File: src/design/assert_macros.svh
// Assertion macros shared by the CSV decoder modules.
// Each macro expects clk and arst_n in the scope where it is used.
`ifndef ASSERT_MACROS_SVH
`define ASSERT_MACROS_SVH

// cond must hold at every clock edge out of reset
`define ASSERT_ALWAYS(lbl, cond) \
	lbl: assert property (@(posedge clk) disable iff (!arst_n) (cond)) \
		else $error("assertion failed");

// ante implies cons in the same cycle
`define ASSERT_IMPL(lbl, ante, cons) \
	lbl: assert property (@(posedge clk) disable iff (!arst_n) (ante) |-> (cons)) \
		else $error("assertion failed");

// ante implies cons in the next cycle
`define ASSERT_NEXT(lbl, ante, cons) \
	lbl: assert property (@(posedge clk) disable iff (!arst_n) (ante) |=> (cons)) \
		else $error("assertion failed");

`endif

File: src/design/csvd_pkg.sv
// Shared types and constants for the CSV field decoder.
// No dependencies; used by csvd_step, csvd_rbuf and csv_field_decoder.
package csvd_pkg;

	localparam logic [7:0] CH_QUOTE = 8'h22;
	localparam logic [7:0] CH_COMMA = 8'h2C;
	localparam logic [7:0] CH_LF    = 8'h0A;
	localparam logic [7:0] CH_CR    = 8'h0D;
	localparam logic [7:0] CH_END   = 8'h00;

	localparam int RBUF_DEPTH = 4;
	localparam int RBUF_AW    = 2;
	localparam int RBUF_CW    = 3;

	typedef enum logic [4:0] {
		M_START  = 5'b00001,
		M_PLAIN  = 5'b00010,
		M_QUOTED = 5'b00100,
		M_QSEEN  = 5'b01000,
		M_DONE   = 5'b10000
	} mode_t;

	typedef enum logic [2:0] {
		K_DATA = 3'd0,
		K_FEND = 3'd1,
		K_LEND = 3'd2,
		K_END  = 3'd3,
		K_BAD  = 3'd4
	} kind_t;

	typedef struct packed {
		kind_t       kind;
		logic [7:0]  data;
		logic [15:0] line;
		logic        last;
	} res_t;

	// decode of one byte: up to two results plus the state update
	typedef struct packed {
		logic [1:0] count;
		res_t       r0;
		res_t       r1;
		mode_t      mode_nx;
		logic       bump;
	} step_t;

endpackage

File: src/design/csvd_step.sv
// Byte decoder: parse mode and one byte in, results and next mode out.
// Purely combinational; depends on csvd_pkg.
module csvd_step (
	input  csvd_pkg::mode_t mode,
	input  logic [7:0]      char_cur,
	input  logic [15:0]     line,
	output csvd_pkg::step_t step
);

	always_comb begin
		step.count   = 2'd0;
		step.bump    = 1'b0;
		step.mode_nx = mode;
		step.r0.kind = csvd_pkg::K_DATA;
		step.r0.data = 8'd0;
		step.r0.line = line;
		step.r0.last = 1'b0;
		step.r1.kind = csvd_pkg::K_DATA;
		step.r1.data = 8'd0;
		step.r1.line = line;
		step.r1.last = 1'b1;

		case (mode)
			csvd_pkg::M_START: begin
				if (char_cur == csvd_pkg::CH_END) begin
					step.count   = 2'd1;
					step.r0.kind = csvd_pkg::K_END;
					step.mode_nx = csvd_pkg::M_DONE;
				end else if (char_cur == csvd_pkg::CH_QUOTE) begin
					step.mode_nx = csvd_pkg::M_QUOTED;
				end else if (char_cur == csvd_pkg::CH_CR || char_cur == csvd_pkg::CH_LF) begin
					// empty field before a line end is dropped
					step.count   = 2'd1;
					step.r0.kind = csvd_pkg::K_LEND;
					step.bump    = 1'b1;
				end else if (char_cur == csvd_pkg::CH_COMMA) begin
					step.count   = 2'd1;
					step.r0.kind = csvd_pkg::K_FEND;
				end else begin
					step.count   = 2'd1;
					step.r0.data = char_cur;
					step.mode_nx = csvd_pkg::M_PLAIN;
				end
			end
			csvd_pkg::M_PLAIN: begin
				if (char_cur == csvd_pkg::CH_COMMA) begin
					step.count   = 2'd1;
					step.r0.kind = csvd_pkg::K_FEND;
					step.mode_nx = csvd_pkg::M_START;
				end else if (char_cur == csvd_pkg::CH_LF) begin
					step.count   = 2'd2;
					step.r0.kind = csvd_pkg::K_FEND;
					step.r1.kind = csvd_pkg::K_LEND;
					step.bump    = 1'b1;
					step.mode_nx = csvd_pkg::M_START;
				end else if (char_cur == csvd_pkg::CH_END) begin
					step.count   = 2'd2;
					step.r0.kind = csvd_pkg::K_FEND;
					step.r1.kind = csvd_pkg::K_END;
					step.mode_nx = csvd_pkg::M_DONE;
				end else begin
					// CR and quote are plain data here
					step.count   = 2'd1;
					step.r0.data = char_cur;
				end
			end
			csvd_pkg::M_QUOTED: begin
				if (char_cur == csvd_pkg::CH_END) begin
					step.count   = 2'd1;
					step.r0.kind = csvd_pkg::K_BAD;
					step.mode_nx = csvd_pkg::M_DONE;
				end else if (char_cur == csvd_pkg::CH_QUOTE) begin
					step.mode_nx = csvd_pkg::M_QSEEN;
				end else begin
					step.count   = 2'd1;
					step.r0.data = char_cur;
				end
			end
			csvd_pkg::M_QSEEN: begin
				if (char_cur == csvd_pkg::CH_QUOTE) begin
					// doubled quote
					step.count   = 2'd1;
					step.r0.data = csvd_pkg::CH_QUOTE;
					step.mode_nx = csvd_pkg::M_QUOTED;
				end else if (char_cur == csvd_pkg::CH_COMMA) begin
					step.count   = 2'd1;
					step.r0.kind = csvd_pkg::K_FEND;
					step.mode_nx = csvd_pkg::M_START;
				end else if (char_cur == csvd_pkg::CH_LF || char_cur == csvd_pkg::CH_CR) begin
					step.count   = 2'd2;
					step.r0.kind = csvd_pkg::K_FEND;
					step.r1.kind = csvd_pkg::K_LEND;
					step.bump    = 1'b1;
					step.mode_nx = csvd_pkg::M_START;
				end else if (char_cur == csvd_pkg::CH_END) begin
					step.count   = 2'd2;
					step.r0.kind = csvd_pkg::K_FEND;
					step.r1.kind = csvd_pkg::K_END;
					step.mode_nx = csvd_pkg::M_DONE;
				end else begin
					step.count   = 2'd1;
					step.r0.kind = csvd_pkg::K_BAD;
					step.mode_nx = csvd_pkg::M_DONE;
				end
			end
			default: begin
				step.mode_nx = csvd_pkg::M_DONE;
			end
		endcase

		step.r0.last = (step.count == 2'd1);
	end

endmodule

File: src/design/csvd_rbuf.sv
// Result queue: takes up to two results per cycle, hands out one per transaction.
// Depends on csvd_pkg and assert_macros.svh.
`include "assert_macros.svh"

module csvd_rbuf (
	input  logic                          clk,
	input  logic                          arst_n,
	input  logic [1:0]                    push,
	input  csvd_pkg::res_t                push_r0,
	input  csvd_pkg::res_t                push_r1,
	output logic [csvd_pkg::RBUF_CW-1:0]  space,
	output logic                          res_valid,
	input  logic                          res_ready,
	output csvd_pkg::res_t                res
);

	csvd_pkg::res_t                mem_q [csvd_pkg::RBUF_DEPTH];
	logic [csvd_pkg::RBUF_AW-1:0]  wptr_q;
	logic [csvd_pkg::RBUF_AW-1:0]  rptr_q;
	logic [csvd_pkg::RBUF_CW-1:0]  count_q;
	logic [csvd_pkg::RBUF_AW-1:0]  wptr_p1;
	logic                          pop;

	assign pop       = res_valid && res_ready;
	assign res_valid = (count_q != '0);
	assign res       = mem_q[rptr_q];
	assign wptr_p1   = wptr_q + csvd_pkg::RBUF_AW'(1);
	// free entries once this cycle's pop has gone
	assign space     = csvd_pkg::RBUF_CW'(csvd_pkg::RBUF_DEPTH) - count_q
		+ csvd_pkg::RBUF_CW'(pop);

	always_ff @(posedge clk) begin
		if (push != 2'd0) begin
			mem_q[wptr_q] <= push_r0;
		end
		if (push == 2'd2) begin
			mem_q[wptr_p1] <= push_r1;
		end
	end

	always_ff @(posedge clk or negedge arst_n) begin
		if (!arst_n) begin
			wptr_q  <= '0;
			rptr_q  <= '0;
			count_q <= '0;
		end else begin
			wptr_q  <= wptr_q + csvd_pkg::RBUF_AW'(push);
			rptr_q  <= rptr_q + csvd_pkg::RBUF_AW'(pop);
			count_q <= count_q + csvd_pkg::RBUF_CW'(push) - csvd_pkg::RBUF_CW'(pop);
		end
	end

	`ASSERT_ALWAYS(a_count_max, count_q <= csvd_pkg::RBUF_CW'(csvd_pkg::RBUF_DEPTH))
	`ASSERT_IMPL(a_push_fits, push != 2'd0, csvd_pkg::RBUF_CW'(push) <= space)
	`ASSERT_NEXT(a_drain, pop && count_q == csvd_pkg::RBUF_CW'(1) && push == 2'd0, !res_valid)

endmodule

File: src/design/csv_field_decoder.sv
// CSV field decoder top level: input register, byte decoder, result queue.
// The first result of a byte is offered once the byte has passed the input register
// and been written into the result queue.
// Throughput: one byte per cycle while the queue has room for its results; a byte yielding
// two results (field end plus line or data end) sends both through the single result port.
// Reset (arst_n low): parse mode to field start, line count to one, queue empty.
`include "assert_macros.svh"

module csv_field_decoder (
	input  logic        clk,
	input  logic        arst_n,
	input  logic        char_valid,
	output logic        char_ready,
	input  logic [7:0]  char_in,
	output logic        res_valid,
	input  logic        res_ready,
	output logic [2:0]  kind,
	output logic [7:0]  data_byte,
	output logic [15:0] line_number,
	output logic        last
);

	logic                          valid_s1;
	logic [7:0]                    char_s1;
	csvd_pkg::mode_t               mode_q;
	logic [15:0]                   line_q;
	csvd_pkg::step_t               step;
	logic [csvd_pkg::RBUF_CW-1:0]  space;
	logic                          advance;
	logic [1:0]                    push;
	csvd_pkg::res_t                res;

	csvd_step u_step (
		.mode     (mode_q),
		.char_cur (char_s1),
		.line     (line_q),
		.step     (step)
	);

	// byte in s1 retires only when all its results fit in the queue
	assign advance    = valid_s1 && (csvd_pkg::RBUF_CW'(step.count) <= space);
	assign push       = advance ? step.count : 2'd0;
	assign char_ready = !valid_s1 || advance;

	csvd_rbuf u_rbuf (
		.clk       (clk),
		.arst_n    (arst_n),
		.push      (push),
		.push_r0   (step.r0),
		.push_r1   (step.r1),
		.space     (space),
		.res_valid (res_valid),
		.res_ready (res_ready),
		.res       (res)
	);

	assign kind        = res.kind;
	assign data_byte   = res.data;
	assign line_number = res.line;
	assign last        = res.last;

	always_ff @(posedge clk) begin
		if (char_valid && char_ready) begin
			char_s1 <= char_in;
		end
	end

	always_ff @(posedge clk or negedge arst_n) begin
		if (!arst_n) begin
			valid_s1 <= 1'b0;
			mode_q   <= csvd_pkg::M_START;
			line_q   <= 16'd1;
		end else begin
			if (char_ready) begin
				valid_s1 <= char_valid;
			end
			if (advance) begin
				mode_q <= step.mode_nx;
				if (step.bump && line_q != 16'hFFFF) begin
					line_q <= line_q + 16'd1;
				end
			end
		end
	end

	`ASSERT_ALWAYS(a_line_nonzero, line_q != 16'd0)
	`ASSERT_NEXT(a_line_sat, line_q == 16'hFFFF, line_q == 16'hFFFF)
	`ASSERT_IMPL(a_done_silent, valid_s1 && mode_q == csvd_pkg::M_DONE, step.count == 2'd0)

endmodule
File: config.mk
export PLATFORM = sky130hd
export DESIGN_NAME = csv_field_decoder
export DESIGN_NICKNAME = d
export VERILOG_FILES = /design/src/design/csvd_pkg.sv /design/src/design/csvd_step.sv /design/src/design/csvd_rbuf.sv /design/src/design/csv_field_decoder.sv
export VERILOG_INCLUDE_DIRS = /design/src /design/src/design
export SDC_FILE = /design/constraint.sdc
export NUM_CORES = 1
export LEC_CHECK = 0
export BUFFER_PORTS_ARGS = -buffer_cell sky130_fd_sc_hd__buf_4
export CAP_MARGIN = 25
export CORE_MARGIN = 5
export CORE_UTILIZATION = 55
export CTS_BUF_LIST = sky130_fd_sc_hd__clkbuf_16
export CTS_CLUSTER_DIAMETER = 60
export DETAILED_ROUTE_END_ITERATION = 10
export PLACE_DENSITY = 0.83
export SLEW_MARGIN = 20
export SYNTH_ARGS = -nofsm -noshare
export SYNTH_HDL_FRONTEND = slang
export SYNTH_SLANG_ARGS = --single-unit
File: constraint.sdc
create_clock -name clk -period 5.5 [get_ports clk]
set_input_delay 1.375 -clock clk [delete_from_list [all_inputs] [get_ports clk]]
set_output_delay 1.375 -clock clk [all_outputs]
set_load 0.05 [all_outputs]
==> out/qor.yml, run 1 <==
p_clk_frac: 0.341
seqCellArea_um2: 3930
std_cell_rows: 42
rsz0062_at_grt: "false"
placed_cell_area_um2: 7860
cts_hold_buf: 0
yosys_warnings: 0
ys.flop_type: "edfxtp_1"
critPathCaptureType: "output port"
dr_total_vias: 5115
fin_skew_ns: 0.00757
dpl.cell_count: 828
cap_violations: 0
via_per_inst: 5.93
stdcell_count: 862
wl_per_cell_um: 19.2
outcome: "completed"
core_um2: 13200
synth_cell_types: 66
hpwl_mm: 11.1
yosys.area.top_type: "edfxtp_1"
grt_max_degree: 35
fp.dieH_um: 126
dieWidth_um: 126
htreeDepth: 4
post-route-util: 0.642
track_usage: 0.217
synth.yosys.seq_area_share: 0.530
p_per_area_nw_per_um2: 413
layout-drive-gt1-share: 0.206
synth_area_um2: 7410
cts_tree: "built"
ys_ff_latch: 149
synth_area_leaders: "edfxtp_1 32%, dfxtp_1 11%, dfrtp_1 9.1%"
r2r-start: "char_s1[0]"
worstPathMaxFanout: 15
slew_headroom: 0.336
postRouteAntennaNets: 0
clk_pin_slew_ns: 0.06
min_period_over_period: 0.928
required_ns: 4.12
grt_pass1_wl_mm: 27.2
dr.pass1.iters: 5
yosysTopAreaCellShare: 0.324
setup_viol: 0
min_path_type: "register to register"
synth_cells: 639
whs_path_depth: 2
syn2layout_area_growth_pct: 14.7
avgSynthCellArea_um2: 11.6
cts-buffers-inserted: 17
drt-total-wl_mm: 16.6
async_reset_ff_frac: 0.195
seqPwrFrac: 0.374
switchingPower_uw: 1160
power_frac_comb: 0.284
die-area_um2: 15900
clkSinkCount: 149
ioPinCount: 42
synth_edf_count: 80
min_from: "u_rbuf.mem_q[3][27]"
fmax_mhz: 196
post-route-min-period_ns: 5.11
worstMarginPinSlew_ns: 0.996
insertion_delay_ns: 0.42
grt_pass1_vias: 5296
worstSetupStartpoint: "char_s1[0]"
post_cts_buffers: 0
critical_path_class: "register to output port"
drtIter0Drc: 569
floorplan.initialDensity: 0.560
nNetsFinal: 696
p_leak_uw: 0.00308
cts_resized: 0
fillers: 974
io_buffers: 41
fin_tns_setup_ns: 0
maxSlewViolCount: 0
max-vdd-ir-drop_v: 0.000218
start_kind: "register"
reg2reg_depth: 14
swShare: 0.331
holdPathEnd: "u_rbuf.mem_q[3][27]"
cts.path.max_buffers: 2
final_area_um2: 8510
syn-num-nets: 662
r2r_slack_ns: 0.96
power.total_uw: 3520
power.internal_uw: 2350
critical_path_arrival_ns: 3.73
hold_viol: 0
r2r_end: "u_rbuf.count_q[2]"
diodes: 0
gp_congestion: 0.910
multi_input_area_um2: 3270
route.detailed.drc: 0
antenna_found_initial: 0
overflow: 0
cts_root_buffer: "clkbuf_16"
==> synthesized netlist by cell type (all sizes together) (6+ instances only) <==
library cell	count
ha	10
inv	21
dfrtp	27
xor2	16
nand2b	6
and3	6
o21ai	39
nand3	40
or3	6
clkbuf	22
a21oi	19
o211ai	12
nor2	32
xnor2	9
edfxtp	80
and2	68
buf	13
mux4	28
nor3	16
dfxtp	40
nand2	63
mux2i	12
==> worst max-delay path, cell delays in order, from the launching register on <==
cell and delay [ns]:
edfxtp_1 0.65, nor2_1 0.14, a22o_1 0.29, a22oi_1 0.77, inv_2 0.20, ha_1 0.36, nor2b_1 0.13, o211ai_1 0.09
buf_4 0.18, or2_2 0.30, buf_4 0.20
==> cell families (layout without fill, tap and decap cells) <==
logic type | count (synthesis) | after routing | share of synthesized area
AND/OR/NAND/NOR | 260 | 260 | 0.195
adder cells (fa/ha/maj) | 11 | 11 | 0.0196
XOR/XNOR | 25 | 25 | 0.0295
AO/OA/AOI/OAI | 95 | 95 | 0.0884
multiplexers | 43 | 43 | 0.106
flip-flops | 149 | 149 | 0.530
buffers and inverters | 56 | 103 | 0.0314
==> per-layer routing <==
layer | track usage | part of all wire | up-vias
li1 | - | - | 2386
met1 | 0.258 | 0.39 | 2493
met2 | 0.382 | 0.52 | 200
met3 | 0.0538 | 0.057 | 36
met4 | 0.0789 | 0.025 | 0
met5 | 0 | 0 | -
==> power groups by stage <==
stage | logic [uW] | registers [uW] | clock network, uW
2_1_floorplan | 813 | 1250 | 0
3_3_place_gp | 928 | 1370 | 0
3_5_place_dp | 949 | 1370 | 0
4_1_cts | 956 | 1350 | 1210
5_1_grt | 1060 | 1330 | 1260
6_report | 1000 | 1320 | 1200
==> worst max path at each step <==
stage | depth (start not counted) | slack, ns | endpoint
detailed placement | 10 | 0.89 | char_ready
global route | 10 | 0.15 | char_ready
floorplan | 9 | 1.07 | char_ready
finish | 10 | 0.39 | char_ready
CTS | 10 | 0.42 | char_ready
global placement | 12 | 0.94 | char_ready
==> placed cells by master (no fill, tap or decap), types with 3 or more instances in the layout <==
cell type / netlist / final
nand3_1: 40 / 40
dfxtp_1: 40 / 40
mux4_2: 28 / 28
a31oi_1: 4 / 4
nor2b_1: 4 / 4
buf_4: 1 / 48
o211ai_1: 10 / 10
a21oi_1: 16 / 12
xor2_1: 16 / 16
clkinv_1: 0 / 3
nand4_1: 3 / 3
clkbuf_16: 0 / 17
ha_1: 10 / 10
mux2_2: 3 / 3
and2_1: 68 / 68
inv_1: 20 / 22
mux2i_1: 12 / 12
nor3_2: 4 / 4
clkinv_4: 0 / 3
nor4_4: 3 / 3
nand2_1: 63 / 63
dfrtp_1: 27 / 26
o21ai_0: 37 / 37
a21oi_2: 3 / 7
xnor2_1: 9 / 9
nor3_1: 12 / 12
nor2_1: 32 / 32
or3_1: 5 / 5
bufinv_16: 0 / 4
edfxtp_1: 80 / 80
and3_1: 6 / 6
nand2b_1: 6 / 6
==> area by class of cell <==
class | count | share of cell area
multi-input cells | 434 | 0.384
flip-flops and latches | 149 | 0.462
repair buffers | 50 | 0.0465
inverters | 21 | 0.00927
well taps | 176 | 0.0259
clock inverters | 15 | 0.0222
clock buffers | 17 | 0.0500
==> state kept, by name, indices dropped and copies added, names as in the netlist <==
register	cells
line_q	16
char_s1	8
u_rbuf.rptr_q	2
u_rbuf.wptr_q	2
valid_s1	1
mode_q	5
u_rbuf.mem_q	112
u_rbuf.count_q	3
==> stage by stage <==
stage | setup slack, ns | hold WS (ns)
floorplan | 1.07 | 0.425
global placement | 0.938 | 0.434
detailed placement | 0.888 | 0.449
CTS | 0.422 | 0.458
global route | 0.148 | 0.481
finish | 0.393 | 0.457
Power figures use the tool's default switching activity.
==> run 2: changes to the inputs <==
REMOVE_ABC_BUFFERS = 1   (was not set)
==> run 2 against run 1 <==
Effect of this change: global-route usage is essentially flat; sequential power about the same; count of clock-buffer cells in the layout did not move; non-clock buffer count up 1; utilization decreased by 0.16 points; flip-flop and latch count is the same; clock power is essentially flat; sequential share of layout area grew 0.15 points; critical endpoint unchanged.
==> out/qor.yml, run 2 (same netlist as run 1, synthesis figures left out) <==
largest_reg_flops: 112
hold_viol: 0
track_usage: 0.216
cts_tree: "built"
grt_pass1_vias: 5270
io_buffers: 41
placed_cell_area_um2: 7870
route.detailed.drc: 0
die-area_um2: 15900
critPathCaptureType: "output port"
r2r_end: "u_rbuf.count_q[2]"
start_kind: "register"
fp.dieH_um: 126
worstMarginPinSlew_ns: 0.946
largest-register: "u_rbuf.mem_q"
slew_headroom: 0.369
max-vdd-ir-drop_v: 0.000190
clk_pin_slew_ns: 0.06
core_um2: 13200
htreeDepth: 4
worstPathMaxFanout: 15
critical_path_arrival_ns: 3.80
dieWidth_um: 126
final_area_um2: 8490
worstSetupStartpoint: "char_s1[0]"
floorplan.initialDensity: 0.560
fin_skew_ns: 0.00950
outcome: "completed"
layout-drive-gt1-share: 0.211
reg2reg_depth: 14
layout_common_cells: "80 x edfxtp_1, 68 x and2_1, 63 x nand2_1"
critical_path_class: "register to output port"
ioPinCount: 42
rsz0062_at_grt: "false"
setup_viol: 0
p_leak_uw: 0.00307
cts.path.max_buffers: 2
mostFrequentLayoutCell: "edfxtp_1"
cts_resized: 0
crit_chain: "nor2_1 > a22o_1 > a22oi_1 > inv_2 > ha_1 > nor2b_1 > o211ai_1 > buf_4 > or2_2 > buf_4"
fmax_mhz: 193
nNetsFinal: 697
r2r_slack_ns: 0.93
path_buf_inv: 3
antenna_found_initial: 0
path_common_cell: "buf_4"
cts-buffers-inserted: 17
cts_hold_buf: 0
overflow: 0
postRouteAntennaNets: 0
p_per_area_nw_per_um2: 409
required_ns: 4.12
gp_congestion: 0.902
post-route-min-period_ns: 5.18
min_period_over_period: 0.942
maxSlewViolCount: 0
cp-endpoint: "char_ready"
hpwl_mm: 11.2
drt-total-wl_mm: 16.4
post_cts_buffers: 0
cts_root_buffer: "clkbuf_16"
dr_total_vias: 5154
reg_top3: "u_rbuf.mem_q x112, line_q x16, char_s1 x8"
std_cell_rows: 42
power.total_uw: 3470
via_per_inst: 5.97
min_path_type: "register to register"
diodes: 0
insertion_delay_ns: 0.43
clkSinkCount: 149
wl_per_cell_um: 19.0
syn2layout_area_growth_pct: 14.4
drtIter0Drc: 434
cap_violations: 0
grt_pass1_wl_mm: 27.0
fin_tns_setup_ns: 0
dr.pass1.iters: 5
fillers: 1042
whs_ns: 0.457
grt_max_degree: 35
max_stage_delay_ns: 0.74
worstSetupPathDepth: 10
critical-path-top-delay-family: "compound AO/OA/AOI/OAI gates"
critPathSlowestCell: "a22oi_1"
r2r-start: "char_s1[0]"
## run 2: cell count changes in the layout (fill, tap and decap cells not counted)
cell and delta:
dfrtp_4 +1, inv_6 +3, clkinvlp_4 +1, dfrtp_2 -1, clkinv_4 -1, buf_4 +2
bufinv_16 -1, clkinv_1 -1, inv_1 -2, buf_16 -1, clkinv_2 +1
## run 2: worst min path at each step
stage,startpoint,cells past startpoint,slack (ns),to
2_1_floorplan,u_rbuf.mem_q[0][17],2,0.43,u_rbuf.mem_q[0][17]
3_3_place_gp,u_rbuf.mem_q[1][24],2,0.44,u_rbuf.mem_q[1][24]
3_5_place_dp,u_rbuf.mem_q[0][17],2,0.45,u_rbuf.mem_q[0][17]
4_1_cts,u_rbuf.mem_q[3][21],2,0.46,u_rbuf.mem_q[3][21]
5_1_grt,u_rbuf.mem_q[3][21],2,0.48,u_rbuf.mem_q[3][21]
6_report,u_rbuf.mem_q[2][17],2,0.46,u_rbuf.mem_q[2][17]
## run 2: cell type report
cell class	instances	area, um2	share of cell area
Sequential cell	149	3940	0.464
Multi-Input combinational cell	434	3270	0.385
Inverter	21	78.8	0.00929
Clock buffer	17	425	0.0501
Tap cell	176	220	0.0260
Timing Repair Buffer	51	383	0.0451
Clock inverter	15	178	0.0209
## run 2: power breakdown
| part | internal (uW) | switching [uW] |
|---|---|---|
| clock network | 715 | 462 |
| registers | 1210 | 143 |
| logic | 372 | 574 |
## run 2: metal layers
metal	wire length (um)	track usage	share of wire	vias to the layer above
li1	-	-	-	2398
met1	6320	0.258	0.39	2496
met2	8450	0.366	0.52	209
met3	1000	0.0533	0.061	51
met4	612	0.111	0.037	0
met5	0	0	0	-
## run 2: stage by stage
stage | instances | setup slack (ns) | util
after global routing | 863 | 0.0176 | 0.641
after detailed placement | 830 | 0.861 | 0.594
after CTS | 862 | 0.344 | 0.640
after global placement | 830 | 0.938 | 0.594
final | 863 | 0.321 | 0.641
after floorplan | 604 | 0.724 | -
## run 2: worst min-delay path, stage by stage (launching register included)
cell	delay [ns]
dfxtp_1	0.31
nand2_1	0.05
o21ai_0	0.06
==> run 3: changes to the inputs <==
CELL_PAD_IN_SITES_DETAIL_PLACEMENT = 0   (was not set)
CELL_PAD_IN_SITES_GLOBAL_PLACEMENT = 2   (was not set)
CORE_UTILIZATION = 42   (was 55)
PLACE_DENSITY = 0.9   (was 0.83)
==> run 3 against run 2 <==
Effect of this change: clock power barely moved; power up 0.87%; non-clock buffer count rose by 3; critical endpoint unchanged; largest cell class unchanged; highest routed layer unchanged.
==> out/qor.yml, run 3 (same netlist as run 1, synthesis figures left out) <==
fmax_mhz: 193
fp.dieH_um: 143
setup_viol: 0
post-route-util: 0.498
whs_path_depth: 2
wl_per_cell_um: 17.6
max_stage_delay_ns: 0.82
fin_tns_setup_ns: 0
std_cell_rows: 48
p_per_area_nw_per_um2: 407
min_period_over_period: 0.943
cts.path.max_buffers: 2
layout-drive-gt1-share: 0.217
cts_tree: "built"
worstSetupPathDepth: 10
cts-buffers-inserted: 17
nNetsFinal: 700
clk_pin_slew_ns: 0.07
grt_pass1_vias: 4941
rsz0062_at_grt: "false"
postRouteAntennaNets: 0
maxSlewViolCount: 0
seqPwrFrac: 0.371
hpwl_mm: 11.3
worstMarginPinSlew_ns: 1.06
antenna_found_initial: 0
overflow: 0
critical_path_class: "register to output port"
drtIter0Drc: 316
cts_resized: 0
track_usage: 0.167
diodes: 0
path_common_cell: "buf_4"
dr_total_vias: 5018
start_kind: "register"
power.internal_uw: 2300
post-place-ws_ns: 0.787
reg_top3: "u_rbuf.mem_q x112, line_q x16, char_s1 x8"
crit_chain: "nor2_1 > a22o_1 > a22oi_1 > inv_2 > ha_1 > nor2b_1 > o211ai_1 > buf_4 > or2_2 > buf_4"
dieWidth_um: 143
power_frac_comb: 0.291
grt_max_degree: 35
die-area_um2: 20400
via_per_inst: 5.48
grt_pass1_wl_mm: 26.2
hold_viol: 0
insertion_delay_ns: 0.42
syn2layout_area_growth_pct: 16.1
core_um2: 17300
timing.final.ws_setup_ns: 0.312
p_leak_uw: 0.00310
swShare: 0.344
layout_common_cells: "80 x edfxtp_1, 68 x and2_1, 63 x nand2_1"
outcome: "completed"
critPathCaptureType: "output port"
ioPinCount: 42
max-vdd-ir-drop_v: 0.000284
critPathSlowestCell: "a22oi_1"
dpl.cell_count: 882
cts_root_buffer: "clkbuf_16"
route.detailed.drc: 0
htreeDepth: 4
p_clk_frac: 0.338
drt-total-wl_mm: 16.1
switchingPower_uw: 1210
required_ns: 4.12
min_path_type: "register to register"
post_cts_buffers: 0
stdcell_count: 915
worstPathMaxFanout: 15
largest_reg_flops: 112
clkSinkCount: 149
whs_ns: 0.455
critical_path_arrival_ns: 3.81
path_buf_inv: 3
floorplan.initialDensity: 0.429
cap_violations: 0
slew_headroom: 0.293
post-route-min-period_ns: 5.19
fin_skew_ns: 0.00885
cts_hold_buf: 0
dr.pass1.iters: 5
io_buffers: 41
largest-register: "u_rbuf.mem_q"
critical-path-top-delay-family: "compound AO/OA/AOI/OAI gates"
gp_congestion: 0.865
reg2reg_depth: 14
mostFrequentLayoutCell: "edfxtp_1"
run 3: cell count changes in the layout (fill, tap and decap cells not counted):
cell,before,now
clkinv_1,2,0
inv_6,4,6
inv_8,0,2
buf_12,0,1
buf_16,0,1
buf_4,50,51
bufinv_16,3,2
clkinv_2,1,0
clkinv_8,0,1
clkinvlp_4,3,2
dfrtp_2,0,1
dfrtp_4,1,0
run 3: final cells by class:
class / instances / area (um2)
clock inverters: 15 / 184
flip-flops and latches: 149 / 3930
clock buffers: 17 / 425
multi-input cells: 434 / 3270
repair buffers: 54 / 438
well taps: 225 / 282
fillers: 1511 / 8690
inverters: 21 / 78.8
run 3: routing by layer:
metal	up-vias	wire length, um	part of all wire	GRT usage
met5	-	0	0	0
met4	0	306	0.019	0.0570
met3	23	835	0.052	0.0372
met2	125	7800	0.49	0.271
met1	2465	7140	0.44	0.222
li1	2405	-	-	-
run 3: worst paths after layout:
| kind | start | endpoint | slack (ns) |
|---|---|---|---|
| max | char_s1[0] | char_ready | 0.31 |
| min | u_rbuf.mem_q[2][23] | u_rbuf.mem_q[2][23] | 0.46 |
| max reg2reg | char_s1[0] | u_rbuf.count_q[2] | 0.96 |
| min reg2reg | u_rbuf.mem_q[2][23] | u_rbuf.mem_q[2][23] | 0.46 |
| max in group asynchronous | arst_n | line_q[0] | 4.31 |
| min in group asynchronous | arst_n | valid_s1 | 0.87 |
run 3: worst reg2reg max path: stages (launching register included):
cell	delay, ns
edfxtp_1	0.67
nor2_1	0.14
a22o_1	0.29
a22oi_1	0.82
inv_2	0.22
ha_1	0.37
nor2b_1	0.13
o211ai_1	0.15
buf_4	0.19
and2_1	0.26
nand2_1	0.14
ha_1	0.34
fa_1	0.43
xor2_1	0.16
xnor2_1	0.12
run 3: power groups by stage:
stage,sequential (uW),combinational (uW),clock [uW]
global route,1310,1080,1260
detailed placement,1330,1030,0
global placement,1390,929,0
floorplan,1340,694,0
finish,1300,1020,1180
CTS,1300,1040,1210
run 3: metrics by stage:
step                power [uW]  area, um2
global placement          2320       7940
detailed placement        2360       7990
floorplan                 2040       7260
global route              3660       8610
finish                    3510       8610
CTS                       3550       8600
